`src/rtl/core/dfsm_pkg.sv`:
```
// Shared types and constants for the diacritic-folding substring matcher.
`default_nettype none
package dfsm_pkg;

   localparam int STORED_BYTES        = 16;
   localparam int PATTERN_MAX_DEFAULT = 16;
   localparam int LEN_REG_W           = 5;

   localparam logic [7:0] LEAD_BYTE       = 8'hC3;
   localparam logic [7:0] SMALL_O_TRAIL   = 8'hB6;
   localparam logic [7:0] CAPITAL_O_TRAIL = 8'h96;
   localparam logic [7:0] SMALL_O         = 8'h6F;
   localparam logic [7:0] CAPITAL_O       = 8'h4F;

   typedef enum logic [1:0] {
      CSR_PATTERN_LOW  = 2'd0,
      CSR_PATTERN_HIGH = 2'd1,
      CSR_PATTERN_LEN  = 2'd2,
      CSR_EXACT_MODE   = 2'd3
   } csr_index_type;

   typedef logic [STORED_BYTES-1:0][7:0] pattern_type;

   typedef struct packed {
      logic [7:0] value_byte;
      logic       string_end;
      logic       empty_string;
   } req_item_type;

   typedef struct packed {
      logic [LEN_REG_W-1:0] active_len;
      logic                 exact;
   } match_cfg_type;

endpackage
`default_nettype wire

```
`src/rtl/core/dfsm_in_stage.sv`:
```
// Input register stage for request bytes.
`default_nettype none
module dfsm_in_stage
   import dfsm_pkg::*;
(
   input  wire logic         clock,
   input  wire logic         reset,
   input  wire logic         req_valid,
   output      logic         req_ready,
   input  wire req_item_type req_item,
   input  wire logic         advance,
   output      logic         item_valid,
   output      req_item_type item
);

   logic         valid_ff, valid_in;
   req_item_type item_ff;

   assign req_ready  = !valid_ff || advance;
   assign item_valid = valid_ff;
   assign item       = item_ff;

   always_comb begin
      valid_in = valid_ff;
      if (req_valid && req_ready) begin
         valid_in = 1'b1;
      end else if (advance) begin
         valid_in = 1'b0;
      end
   end

   always_ff @(posedge clock) begin
      if (reset) begin
         valid_ff <= 1'b0;
      end else begin
         valid_ff <= valid_in;
      end
   end

   always_ff @(posedge clock) begin
      if (req_valid && req_ready) begin
         item_ff <= req_item;
      end
   end

endmodule
`default_nettype wire

```
`src/rtl/core/dfsm_match_core.sv`:
```
// Bit-parallel shift-and match state with o/O diacritic folding.
`default_nettype none
module dfsm_match_core
   import dfsm_pkg::*;
#(
   parameter int LANES = STORED_BYTES
) (
   input  wire logic          clock,
   input  wire logic          reset,
   input  wire logic          step,
   input  wire req_item_type  item,
   input  wire pattern_type   pattern,
   input  wire match_cfg_type cfg,
   output      logic          has_result,
   output      logic          matched
);

   localparam int LEN_W = $clog2(LANES + 1);

   logic [LANES:0]   prefix_ff, prefix_in, next_p;
   logic [LANES-1:0] wait_s_ff, wait_s_in, next_s;
   logic [LANES-1:0] wait_c_ff, wait_c_in, next_c;
   logic             found_ff, found_in, found_next;
   logic             start_ff, start_in;
   logic [LANES-1:0] act_vec;
   logic [LEN_W-1:0] len_idx;
   logic             len_zero;
   logic             lane_on;
   logic [7:0]       b;
   logic [7:0]       p;

   assign b          = item.value_byte;
   assign len_idx    = cfg.active_len[LEN_W-1:0];
   assign len_zero   = (cfg.active_len == '0);
   assign has_result = item.string_end || item.empty_string;

   always_comb begin
      act_vec    = prefix_ff[LANES-1:0];
      act_vec[0] = act_vec[0] | (!cfg.exact || start_ff);
      next_p     = '0;
      next_s     = '0;
      next_c     = '0;
      lane_on    = 1'b0;
      p          = '0;
      for (int i = 0; i < LANES; i++) begin
         lane_on = (LEN_REG_W'(i) < cfg.active_len);
         p       = pattern[i];
         if (lane_on) begin
            if (act_vec[i]) begin
               if (p == b) begin
                  next_p[i+1] = 1'b1;
               end else if (b == LEAD_BYTE) begin
                  next_s[i] = (p == SMALL_O);
                  next_c[i] = (p == CAPITAL_O);
               end
            end
            if (wait_s_ff[i] && b == SMALL_O_TRAIL && p == SMALL_O) begin
               next_p[i+1] = 1'b1;
            end
            if (wait_c_ff[i] && b == CAPITAL_O_TRAIL && p == CAPITAL_O) begin
               next_p[i+1] = 1'b1;
            end
         end
      end
      found_next = found_ff || (!cfg.exact && !len_zero && next_p[len_idx]);
   end

   always_comb begin
      if (item.empty_string) begin
         matched = len_zero;
      end else if (cfg.exact) begin
         matched = next_p[len_idx];
      end else begin
         matched = found_next || len_zero;
      end
   end

   always_comb begin
      prefix_in = prefix_ff;
      wait_s_in = wait_s_ff;
      wait_c_in = wait_c_ff;
      found_in  = found_ff;
      start_in  = start_ff;
      if (step) begin
         if (has_result) begin
            prefix_in = '0;
            wait_s_in = '0;
            wait_c_in = '0;
            found_in  = 1'b0;
            start_in  = 1'b1;
         end else begin
            prefix_in = next_p;
            wait_s_in = next_s;
            wait_c_in = next_c;
            found_in  = found_next;
            start_in  = 1'b0;
         end
      end
   end

   always_ff @(posedge clock) begin
      if (reset) begin
         prefix_ff <= '0;
         wait_s_ff <= '0;
         wait_c_ff <= '0;
         found_ff  <= 1'b0;
         start_ff  <= 1'b1;
      end else begin
         prefix_ff <= prefix_in;
         wait_s_ff <= wait_s_in;
         wait_c_ff <= wait_c_in;
         found_ff  <= found_in;
         start_ff  <= start_in;
      end
   end

endmodule
`default_nettype wire

```
`src/rtl/core/diacritic_folding_substring_matcher_unit.sv`:
```
// Top level of the diacritic-folding substring matcher.
// Takes one value byte per cycle, unless an answer is held up in the input register, and
// answers on the last byte of each value, or on an empty-value request. A request passes
// an input register and the shift-and update, and its answer is captured in the result
// register when the request leaves the input register. A request that brings an answer
// waits in the input register only while the result register is still held by an earlier
// answer; bytes inside a value never wait. The pattern 'o' also matches the pair C3 B6 and
// 'O' the pair C3 96. Write the csr_ registers only while no request is in flight.
`default_nettype none
module diacritic_folding_substring_matcher_unit
   import dfsm_pkg::*;
#(
   parameter int PATTERN_MAX = PATTERN_MAX_DEFAULT
) (
   input  wire logic        clock,
   input  wire logic        reset,
   input  wire logic        req_tvalid,
   output      logic        req_tready,
   input  wire logic [7:0]  req_tdata,   // [7:0] value_byte
   input  wire logic        req_tlast,   // string_end
   input  wire logic        req_tuser,   // [0] empty_string
   output      logic        rsp_tvalid,
   input  wire logic        rsp_tready,
   output      logic [7:0]  rsp_tdata,   // [0] matched, [7:1] zero
   input  wire logic        csr_we,
   input  wire logic [1:0]  csr_addr,
   input  wire logic [63:0] csr_wdata
);

   localparam int LANES = (PATTERN_MAX < STORED_BYTES) ? PATTERN_MAX : STORED_BYTES;

   logic [63:0]          pat_low_ff, pat_high_ff;
   logic [LEN_REG_W-1:0] pat_len_ff;
   logic                 exact_ff;
   pattern_type          pattern;
   match_cfg_type        cfg;

   req_item_type req_item, item;
   logic         item_valid, advance, has_result, matched, step;
   logic         rsp_valid_ff, rsp_valid_in;
   logic         rsp_matched_ff;

   always_ff @(posedge clock) begin
      if (reset) begin
         pat_low_ff  <= '0;
         pat_high_ff <= '0;
         pat_len_ff  <= '0;
         exact_ff    <= 1'b0;
      end else if (csr_we) begin
         case (csr_index_type'(csr_addr))
            CSR_PATTERN_LOW:  pat_low_ff  <= csr_wdata;
            CSR_PATTERN_HIGH: pat_high_ff <= csr_wdata;
            CSR_PATTERN_LEN:  pat_len_ff  <= csr_wdata[LEN_REG_W-1:0];
            CSR_EXACT_MODE:   exact_ff    <= csr_wdata[0];
            default: ;
         endcase
      end
   end

   assign pattern    = {pat_high_ff, pat_low_ff};
   assign cfg.exact  = exact_ff;
   assign cfg.active_len = (pat_len_ff > LEN_REG_W'(LANES)) ? LEN_REG_W'(LANES) : pat_len_ff;

   assign req_item.value_byte   = req_tdata;
   assign req_item.string_end   = req_tlast;
   assign req_item.empty_string = req_tuser;

   dfsm_in_stage u_in_stage (
      .clock      (clock),
      .reset      (reset),
      .req_valid  (req_tvalid),
      .req_ready  (req_tready),
      .req_item   (req_item),
      .advance    (advance),
      .item_valid (item_valid),
      .item       (item)
   );

   assign advance = item_valid && (!has_result || !rsp_valid_ff || rsp_tready);
   assign step    = advance;

   dfsm_match_core #(
      .LANES (LANES)
   ) u_match_core (
      .clock      (clock),
      .reset      (reset),
      .step       (step),
      .item       (item),
      .pattern    (pattern),
      .cfg        (cfg),
      .has_result (has_result),
      .matched    (matched)
   );

   always_comb begin
      rsp_valid_in = rsp_valid_ff;
      if (advance && has_result) begin
         rsp_valid_in = 1'b1;
      end else if (rsp_tready) begin
         rsp_valid_in = 1'b0;
      end
   end

   always_ff @(posedge clock) begin
      if (reset) begin
         rsp_valid_ff <= 1'b0;
      end else begin
         rsp_valid_ff <= rsp_valid_in;
      end
   end

   always_ff @(posedge clock) begin
      if (advance && has_result) begin
         rsp_matched_ff <= matched;
      end
   end

   assign rsp_tvalid = rsp_valid_ff;
   assign rsp_tdata  = {7'b0, rsp_matched_ff};

endmodule
`default_nettype wire

```
`config.mk`:
```
export PLATFORM = sky130hd
export DESIGN_NAME = diacritic_folding_substring_matcher_unit
export DESIGN_NICKNAME = d
export VERILOG_FILES = /design/src/rtl/core/dfsm_pkg.sv /design/src/rtl/core/dfsm_in_stage.sv /design/src/rtl/core/dfsm_match_core.sv /design/src/rtl/core/diacritic_folding_substring_matcher_unit.sv
export SDC_FILE = /design/constraint.sdc
export NUM_CORES = 1
export LEC_CHECK = 0
export BUFFER_PORTS_ARGS = -buffer_cell sky130_fd_sc_hd__buf_4
export CORE_MARGIN = 2
export CORE_UTILIZATION = 64
export DETAILED_ROUTE_END_ITERATION = 16
export PLACE_DENSITY_LB_ADDON = 0.2
export SLEW_MARGIN = 20
export SYNTH_ARGS = -nofsm -noshare
export SYNTH_HDL_FRONTEND = slang
export SYNTH_SLANG_ARGS = --single-unit
```
`constraint.sdc`:
```
create_clock -name clock -period 6.89 [get_ports clock]
set_input_delay 0.689 -clock clock [delete_from_list [all_inputs] [get_ports clock]]
set_output_delay 0.689 -clock clock [all_outputs]
set_load 0.01 [all_outputs]
```
==> reports/qor.txt, run 1 <==
Worst slack at placement - 4.14 ns
Min cycle time layout - 2.83 ns
Initial Utilization - 0.656
Share of cells above drive strength 1 - 0.116
Worst vdd ir - 257 uV
Total wire length - 24400 um
Setup TNS - 0 ns
GP Congestion - 0.887
Multi-input logic area - 0.00512 mm^2
Chip Width - 126 um
FF+latch area - 0.00403 mm^2
Ys async rst share - 0
Diodes inserted - 0
Slew Viols, Final - 0
Crit Path Max Fanout - 18
Most used flip-flop cell after synthesis - dfxtp_1
Slew headroom - 0.492
Leakage - 3.75 nW
Highest clock rate - 353 MHz
Setup crit start kind - flop
Crit share post-route - 0.411
Clock slew at reported path FFs - 0.07 ns
Die Y-Extent - 126 um
Post-Synthesis Cells - 1212
Post-CTS sizing - 0
Max-cap violations - 0
CP arrival - 3.13 ns
Port bufs - 83
CP endpoint kind - flop
Setup CP Type - flop to flop
CTS Buffer Depth - 2
CTS tree - done
Top Ports - 91
Vias/cell - 6.01
Clk_skew - 0.0100 ns
Most common cell after layout, fill and taps aside - nand2_1
Global-route wire length before repair - 39800 um
Power Density - 229 mW/mm^2
Area of the die - 0.0160 mm^2
Cell row count - 44
DR pass1 iterations - 6
Worst Hold Slack - 0.420 ns
Area Overhead vs Synth - 12.4%
Syn_area_per_cell - 7.90 um^2
Root buf cell - clkbuf_16
Yosys warns - 0
DP HPWL - 15600 um
Wirelength per Cell - 16.9 um
Post-CTS Repair Setup Buffers - 0
Sequential fraction of the synthesis area - 0.421
Post-Syn Area - 0.00957 mm^2
Count of cell types in the netlist - 70
Worst setup margin - 4.06 ns
Vias - 8655
Final hold vios - 0
Number of flops mapped to enable cells by yosys - 11
Total CTS buffers - 17
Worst Max-Slew Pin Slew - 0.762 ns
CTS H-tree depth - 4
Synth Register Bits - 196
Core Area - 0.0146 mm^2
Crit path from - u_in_stage.item[6]
R2R Path Start - u_in_stage.item[6]
Post-DRT Antenna Nets - 0
Crit path required time - 7.19 ns
Final Net Count - 1324
All-layer global routing usage - 0.307
Clk_lat worst skew - 0.45 ns
Outcome - finished clean
Clock net sink count - 196
Initial DRC Count - 806
Hold_buf cts - 0
Largest net degree at the start of global routing - 67
Commonest non-fill, non-tap cells in the layout - nand2_1, dfxtp_1, a21oi_1
Vias in the first global route - 8060
Hold Path Class - input port to flop
DRC viols - 0
Global route total overflow - 0
Endpoints failing setup - 0
RSZ-0062 raised after global routing - false
FILL cells - 1153
Antenna violations before repair - 0
Worst hold start - req_tdata[3]
final timing paths:
path / cells after the start / slack, ns / to
worst min register to register: 2 / 0.46 / u_match_core.wait_s_ff[8]
worst max-delay path: 10 / 4.06 / rsp_matched_ff
worst max register to register: 10 / 4.06 / rsp_matched_ff
worst min-delay path: 1 / 0.42 / u_in_stage.item[5]
cell usage after synthesis, types with 2 or more instances:
cell type | instances | share of area
o2111ai_1 | 2 | 0.0018
nor4_1 | 15 | 0.0098
nand4_1 | 35 | 0.023
nor2b_1 | 5 | 0.0033
and4_1 | 3 | 0.0027
clkbuf_1 | 54 | 0.021
a21o_1 | 2 | 0.0016
o21a_1 | 2 | 0.0016
and3b_1 | 2 | 0.0018
o21ai_1 | 3 | 0.0016
a21oi_1 | 171 | 0.089
and4b_1 | 2 | 0.0021
o211ai_1 | 3 | 0.0024
o31ai_1 | 2 | 0.0016
buf_2 | 15 | 0.0078
a32oi_1 | 8 | 0.0073
and2_1 | 11 | 0.0072
o21ai_0 | 11 | 0.0058
a22oi_1 | 16 | 0.013
and3_1 | 5 | 0.0033
inv_1 | 6 | 0.0024
nor3_1 | 17 | 0.0089
edfxtp_1 | 11 | 0.035
nand3b_1 | 5 | 0.0039
nand2b_1 | 6 | 0.0039
dfxtp_1 | 185 | 0.39
a22o_1 | 2 | 0.0018
nor4_2 | 2 | 0.0026
o22ai_1 | 2 | 0.0013
nor4bb_1 | 14 | 0.015
nor3b_1 | 5 | 0.0039
nand3_1 | 16 | 0.0084
xnor2_1 | 84 | 0.077
a31oi_1 | 6 | 0.0039
mux2i_1 | 6 | 0.0063
o221ai_1 | 3 | 0.0027
buf_6 | 3 | 0.0035
nor2_1 | 93 | 0.036
buf_4 | 13 | 0.010
buf_1 | 8 | 0.0031
xor2_1 | 36 | 0.033
nand2_1 | 294 | 0.12
where the power goes:
| group | internal (mW) | leakage [nW] | switching (mW) |
|---|---|---|---|
| Sequential | 1.17 | 1.61 | 0.0342 |
| Combinational | 0.100 | 1.85 | 0.137 |
| Clock | 0.591 | 0.297 | 0.432 |
| Total | 1.87 | 3.75 | 0.603 |
cells by family after synthesis:
family	Yosys count	synth area share
AND/OR/NAND/NOR	543	0.264
buffers and inverters	99	0.0482
multiplexers	6	0.00627
XOR/XNOR	120	0.110
other	1	0.000392
AO/OA/AOI/OAI	247	0.150
flip-flops	196	0.421
critical path, stage by stage (launching register included):
cell and delay (ns):
edfxtp_1 0.34, buf_4 0.34, and4bb_1 0.28, nand2_2 0.24, a2111oi_0 0.53, o221ai_1 0.22, o211ai_1 0.13, a311oi_1 0.09
a211oi_2 0.24, o21ai_1 0.09, a21oi_1 0.17
layer usage:
metal / up-vias / share of wire / GRT usage
met4: 0 / 0.020 / 0.109
met3: 39 / 0.071 / 0.0578
met1: 4084 / 0.44 / 0.422
met2: 350 / 0.47 / 0.487
li1: 4182 / - / -
met5: - / 0 / 0
registers in the layout (all words and copies together), names as in the netlist:
name                    flops
pat_len_ff                  5
pat_low_ff                 64
exact_ff                    1
u_match_core.found_ff       1
u_in_stage.item            10
u_in_stage.item_valid       1
u_match_core.prefix_ff     15
u_match_core.start_ff       1
u_match_core.wait_s_ff     16
rsp_matched_ff              1
rsp_tvalid                  1
u_match_core.wait_c_ff     16
pat_high_ff                64
final cells by class:
type / count / share of cell area
clock buffers: 19 / 0.0422
clock inverters: 13 / 0.0144
inverters: 6 / 0.00209
multi-input cells: 923 / 0.476
flip-flops and latches: 196 / 0.375
well taps: 184 / 0.0214
repair buffers: 99 / 0.0691
per-stage QoR:
stage / utilization / cell area (um^2) / instances / total power [mW]
after global placement: 0.696 / 10100 / 1408 / 1.46
after CTS: 0.737 / 10800 / 1440 / 2.47
after floorplan: - / 9600 / 1218 / 1.38
after detailed placement: 0.696 / 10100 / 1408 / 1.47
after global routing: 0.738 / 10800 / 1440 / 2.55
final: 0.738 / 10800 / 1440 / 2.47
No activity file was read; power rests on OpenSTA's default activity.
==> inputs of run 2 (changes only) <==
- CORE_UTILIZATION: 64 -> 60
- clock period: 6.89 -> 2.7 ns (I/O delays scaled with it)
==> run 2 against run 1 <==
Compared with the run above: critical path depth did not move; maximum frequency rose by 11%; clock skew grew 0.0016 ns; largest power group unchanged; via count up 1.5%.
==> reports/qor.txt, run 2 (synthesis gave the netlist of run 1 again) <==
Outcome - finished clean
Most common cell after layout, fill and taps aside - nand2_1
DRC viols - 0
Final Util - 0.701
Switching pwr - 1.60 mW
Chip Width - 130 um
Setup crit start kind - flop
Slew headroom - 0.485
Port bufs - 83
Net Sw Frac - 0.260
Min cycle time layout - 2.55 ns
Die Y-Extent - 130 um
Setup CP Type - flop to flop
Max-cap violations - 0
Root buf cell - clkbuf_16
Post-CTS Repair Setup Buffers - 0
CTS Buffer Depth - 2
Worst Hold Slack - 0.00878 ns
Hold Path Class - input port to flop
Core Area - 0.0157 mm^2
Vias in the first global route - 8008
Slew Viols, Final - 0
Vias - 8782
Final hold vios - 0
Total CTS buffers - 17
WHS Path Cells - 1
Clk_skew - 0.0117 ns
Cell row count - 46
Worst vdd ir - 480 uV
Setup TNS - 0 ns
Initial Utilization - 0.609
Highest clock rate - 393 MHz
Leakage - 3.86 nW
Flop pwr share - 0.501
R2R Path Start - u_in_stage.item[6]
Area of the die - 0.0170 mm^2
Initial DRC Count - 768
Worst setup margin - 0.153 ns
CTS tree - done
CTS H-tree depth - 4
Largest net degree at the start of global routing - 65
All-layer global routing usage - 0.305
Combinational fraction of design power - 0.106
RSZ-0062 raised after global routing - false
Antenna violations before repair - 0
Clock slew at reported path FFs - 0.07 ns
Worst Max-Slew Pin Slew - 0.773 ns
Hold worst-path end - u_in_stage.item[9]
Clk_lat worst skew - 0.44 ns
Top Ports - 91
Worst hold start - req_tdata[7]
Crit share post-route - 0.944
Cell internal pwr - 4.56 mW
FILL cells - 1348
Share of cells above drive strength 1 - 0.132
DP HPWL - 16900 um
Total wire length - 25500 um
Vias/cell - 5.87
CP arrival - 2.84 ns
DR pass1 iterations - 5
Global-route wire length before repair - 40700 um
Global route total overflow - 0
Area Overhead vs Synth - 15.0%
Worst slack at placement - 0.216 ns
Endpoints failing setup - 0
Wirelength per Cell - 17.0 um
Crit path required time - 2.99 ns
Commonest non-fill, non-tap cells in the layout - nand2_1, dfxtp_1, a21oi_1
Power Density - 559 mW/mm^2
CP endpoint kind - flop
Crit Path Max Fanout - 17
Final Net Count - 1348
Post-DRT Antenna Nets - 0
Clock net sink count - 196
R2r setup slk - 0.15 ns
Largest regs - pat_high_ff x64, pat_low_ff x64
Clock share of power - 0.394
GP Congestion - 0.893
Reg-to-reg endpoint - rsp_matched_ff
R2R cell count - 10
Diodes inserted - 0
## run 2: area by class of cell
type                       count  area (um^2)  area share
multi-input combinational    923         5120       0.466
timing repair buffer         123          997      0.0906
sequential                   196         4030       0.366
tap                          216          270      0.0246
clock buffer                  17          425      0.0386
clock inverter                15          134      0.0122
inverter                       6         22.5     0.00205
## run 2: worst max-delay path by stage
stage / from / depth (start not counted) / slack [ns] / to
floorplan: pat_len_ff[4] / 11 / 0.48 / rsp_matched_ff
global placement: u_in_stage.item[6] / 10 / 0.27 / rsp_matched_ff
detailed placement: u_in_stage.item[6] / 10 / 0.22 / rsp_matched_ff
CTS: u_in_stage.item[6] / 10 / 0.13 / rsp_matched_ff
global route: u_in_stage.item[6] / 10 / 0.02 / rsp_matched_ff
finish: u_in_stage.item[6] / 10 / 0.15 / rsp_matched_ff
## run 2: metal layers
layer,routed length (um),GRT usage
met5,0,0
met4,830,0.127
met3,1520,0.0426
met2,11500,0.482
met1,11600,0.421
## run 2: critical path, stage by stage (launching register included)
cell,delay [ns]
edfxtp_1,0.40
buf_6,0.21
xnor2_1,0.19
o21ai_0,0.16
nor4_2,0.36
a31oi_1,0.17
nor4_2,0.23
o211ai_1,0.14
a211oi_2,0.30
o21ai_1,0.09
a21oi_1,0.15
## run 2: repair_timing
action                                  in CTS  in global routing
endpoints found under the hold margin        2                  1
hold buffers                                 2                  1
endpoints found under the setup margin       0                  1
resized for setup                            0                  3
## run 2: power by group through the flow
stage | Sequential [mW] | Clock, mW | Combinational (mW)
final | 3.08 | 2.42 | 0.651
after global routing | 3.09 | 2.55 | 0.712
after CTS | 3.08 | 2.44 | 0.644
after detailed placement | 3.15 | 0 | 0.636
after global placement | 3.14 | 0 | 0.625
after floorplan | 3.11 | 0 | 0.420
## run 2: metrics by stage
stage / cells / cell area, um^2 / power [mW]
6_report: 1496 / 11000 / 6.16
5_1_grt: 1496 / 11000 / 6.35
4_1_cts: 1495 / 11000 / 6.17
3_5_place_dp: 1461 / 10400 / 3.78
3_3_place_gp: 1461 / 10400 / 3.77
2_1_floorplan: 1218 / 9600 / 3.53
==> inputs of run 3 (changes only) <==
- CTS_BUF_LIST: unset -> sky130_fd_sc_hd__clkbuf_16
- GPL_TIMING_DRIVEN: unset -> 0
==> run 3 against run 2 <==
Compared with the run above: clock skew grew 0.0017 ns; highest routed layer unchanged; largest cell class unchanged; routed wire length rose by 17%; register-to-register slack worse by 0.11 ns; clock-buffer cell count unchanged.
==> reports/qor.txt, run 3 (synthesis gave the netlist of run 1 again) <==
Placed Instances - 1517
R2R cell count - 11
Crit Path Max Fanout - 10
Vias in the first global route - 8465
Die Y-Extent - 130 um
Antenna violations before repair - 0
Global route total overflow - 0
Clk_lat worst skew - 0.44 ns
Largest regs - pat_high_ff x64, pat_low_ff x64
Initial DRC Count - 1142
Total wire length - 29900 um
CTS H-tree depth - 4
Placed Instance Area - 0.0105 mm^2
CTS tree - done
Reg-to-reg endpoint - rsp_matched_ff
Wirelength per Cell - 19.2 um
All-layer global routing usage - 0.353
CP endpoint kind - flop
Endpoints failing setup - 0
Root buf cell - clkbuf_16
Largest net degree at the start of global routing - 18
Crit path required time - 2.99 ns
CTS Buffer Depth - 2
Total CTS buffers - 17
Setup crit start kind - flop
Area Overhead vs Synth - 17.4%
GP Congestion - 1.01
CP arrival - 2.95 ns
Most common cell after layout, fill and taps aside - nand2_1
Vias - 9364
Slew headroom - 0.334
Clock net sink count - 196
Chip Width - 130 um
R2r setup slk - 0.04 ns
Port bufs - 83
Most frequent CP cell - a21oi_1
Max incr delay on CP - 0.51 ns
Initial Utilization - 0.609
Global-route wire length before repair - 45300 um
Top Ports - 91
DRC viols - 0
Design area - 0.0112 mm^2
Cell row count - 46
DP HPWL - 20400 um
DR pass1 iterations - 9
Worst vdd ir - 460 uV
Critical-path cell list - buf_4 -> clkbuf_4 -> nor2_1 -> o21ai_0 -> nor4_2 -> a21oi_1 -> a21oi_1 -> a21oi_2 -> a211oi_2 -> o21ai_1 -> a21oi_1
Final hold vios - 0
Min cycle time layout - 2.66 ns
R2R Path Start - u_in_stage.item[7]
Area of the die - 0.0170 mm^2
Leakage - 3.95 nW
Post-DRT Antenna Nets - 0
Max-cap violations - 0
Hold Path Class - input port to flop
Worst Max-Slew Pin Slew - 1.00 ns
Clk_skew - 0.0134 ns
Non-Filler Instances - 1558
Share of cells above drive strength 1 - 0.123
Core Area - 0.0157 mm^2
Slew Viols, Final - 0
Slowest cell on crit path - edfxtp_1
Overall Power - 6.39 mW
Final Util - 0.715
RSZ-0062 raised after global routing - true
Setup CP Type - flop to flop
FILL cells - 1303
Crit share post-route - 0.984
Outcome - finished clean
Clock slew at reported path FFs - 0.08 ns
Commonest non-fill, non-tap cells in the layout - nand2_1, dfxtp_1, a21oi_1
Diodes inserted - 0
Worst Hold Slack - 0.00665 ns
Power Density - 568 mW/mm^2
Crit path from - u_in_stage.item[7]
Highest clock rate - 376 MHz
Worst setup path endpoint - rsp_matched_ff
Final Net Count - 1410
Vias/cell - 6.01
-- run 3: changes by cell type in the layout (fill, tap and decap cells not counted), moves of 3 or more --
cell | previous run | this run
buf_1 | 0 | 8
buf_2 | 0 | 5
buf_4 | 114 | 100
clkbuf_1 | 0 | 52
buf_6 | 1 | 5
dlygate4sd3_1 | 3 | 6
buf_12 | 5 | 0
inv_1 | 6 | 10
clkbuf_4 | 0 | 8
-- run 3: layout make-up --
class | instances | area, um^2 | share of cell area
clock inverter | 15 | 166 | 0.0148
inverter | 6 | 22.5 | 0.00200
multi-input combinational | 923 | 5140 | 0.457
buffer | 93 | 477 | 0.0424
timing repair buffer | 92 | 706 | 0.0628
clock buffer | 17 | 425 | 0.0379
sequential | 196 | 4030 | 0.359
tap | 216 | 270 | 0.0241
-- run 3: metal layers --
layer,vias up,share of wire,global-route usage
li1,4359,-,-
met1,4381,0.42,0.479
met2,534,0.45,0.544
met3,90,0.10,0.0697
met4,0,0.037,0.163
met5,-,0,0
-- run 3: where the power goes --
| group | switching [mW] | leakage, nW | internal, mW |
|---|---|---|---|
| logic | 0.432 | 2.05 | 0.294 |
| clock network | 1.14 | 0.299 | 1.45 |
| registers | 0.0779 | 1.61 | 3.00 |
| total | 1.65 | 3.95 | 4.74 |
-- run 3: worst max-delay path: cells and delay by family (launching register included) --
| family | cells | cell delay [ns] |
|---|---|---|
| and+or+nand+nor | 2 | 0.40 |
| buffers and inverters | 2 | 0.49 |
| DFF | 1 | 0.51 |
| AOI/OAI and AO/OA | 7 | 1.09 |
-- run 3: worst min-delay path by stage --
| stage | start | endpoint | slack (ns) | cells after the start |
|---|---|---|---|---|
| 6_report | req_tdata[1] | u_in_stage.item[3] | 0.007 | 1 |
| 5_1_grt | req_tdata[1] | u_in_stage.item[3] | 0.0005 | 1 |
| 4_1_cts | req_tdata[2] | u_in_stage.item[4] | 0.0004 | 1 |
| 3_3_place_gp | u_match_core.start_ff | u_match_core.start_ff | 0.43 | 2 |
| 3_5_place_dp | u_match_core.start_ff | u_match_core.start_ff | 0.44 | 2 |
| 2_1_floorplan | req_tuser | u_in_stage.item[0] | 0.37 | 0 |
-- run 3: repair_timing --
item / in CTS / in global routing
hold buffers: 5 / 1
endpoints found under the setup margin: 3 / 12
resized for setup: 5 / 18
pin swaps: 0 / 1
hold endpoints to repair: 5 / 1
setup buffers: 2 / 1
-- run 3: metrics by stage --
step                TNS, ns  setup slack (ns)
floorplan                 0             0.484
global placement    -0.0588           -0.0588
detailed placement   -0.106            -0.106
CTS                       0           0.00388
global route        -0.0844           -0.0844
finish                    0            0.0427
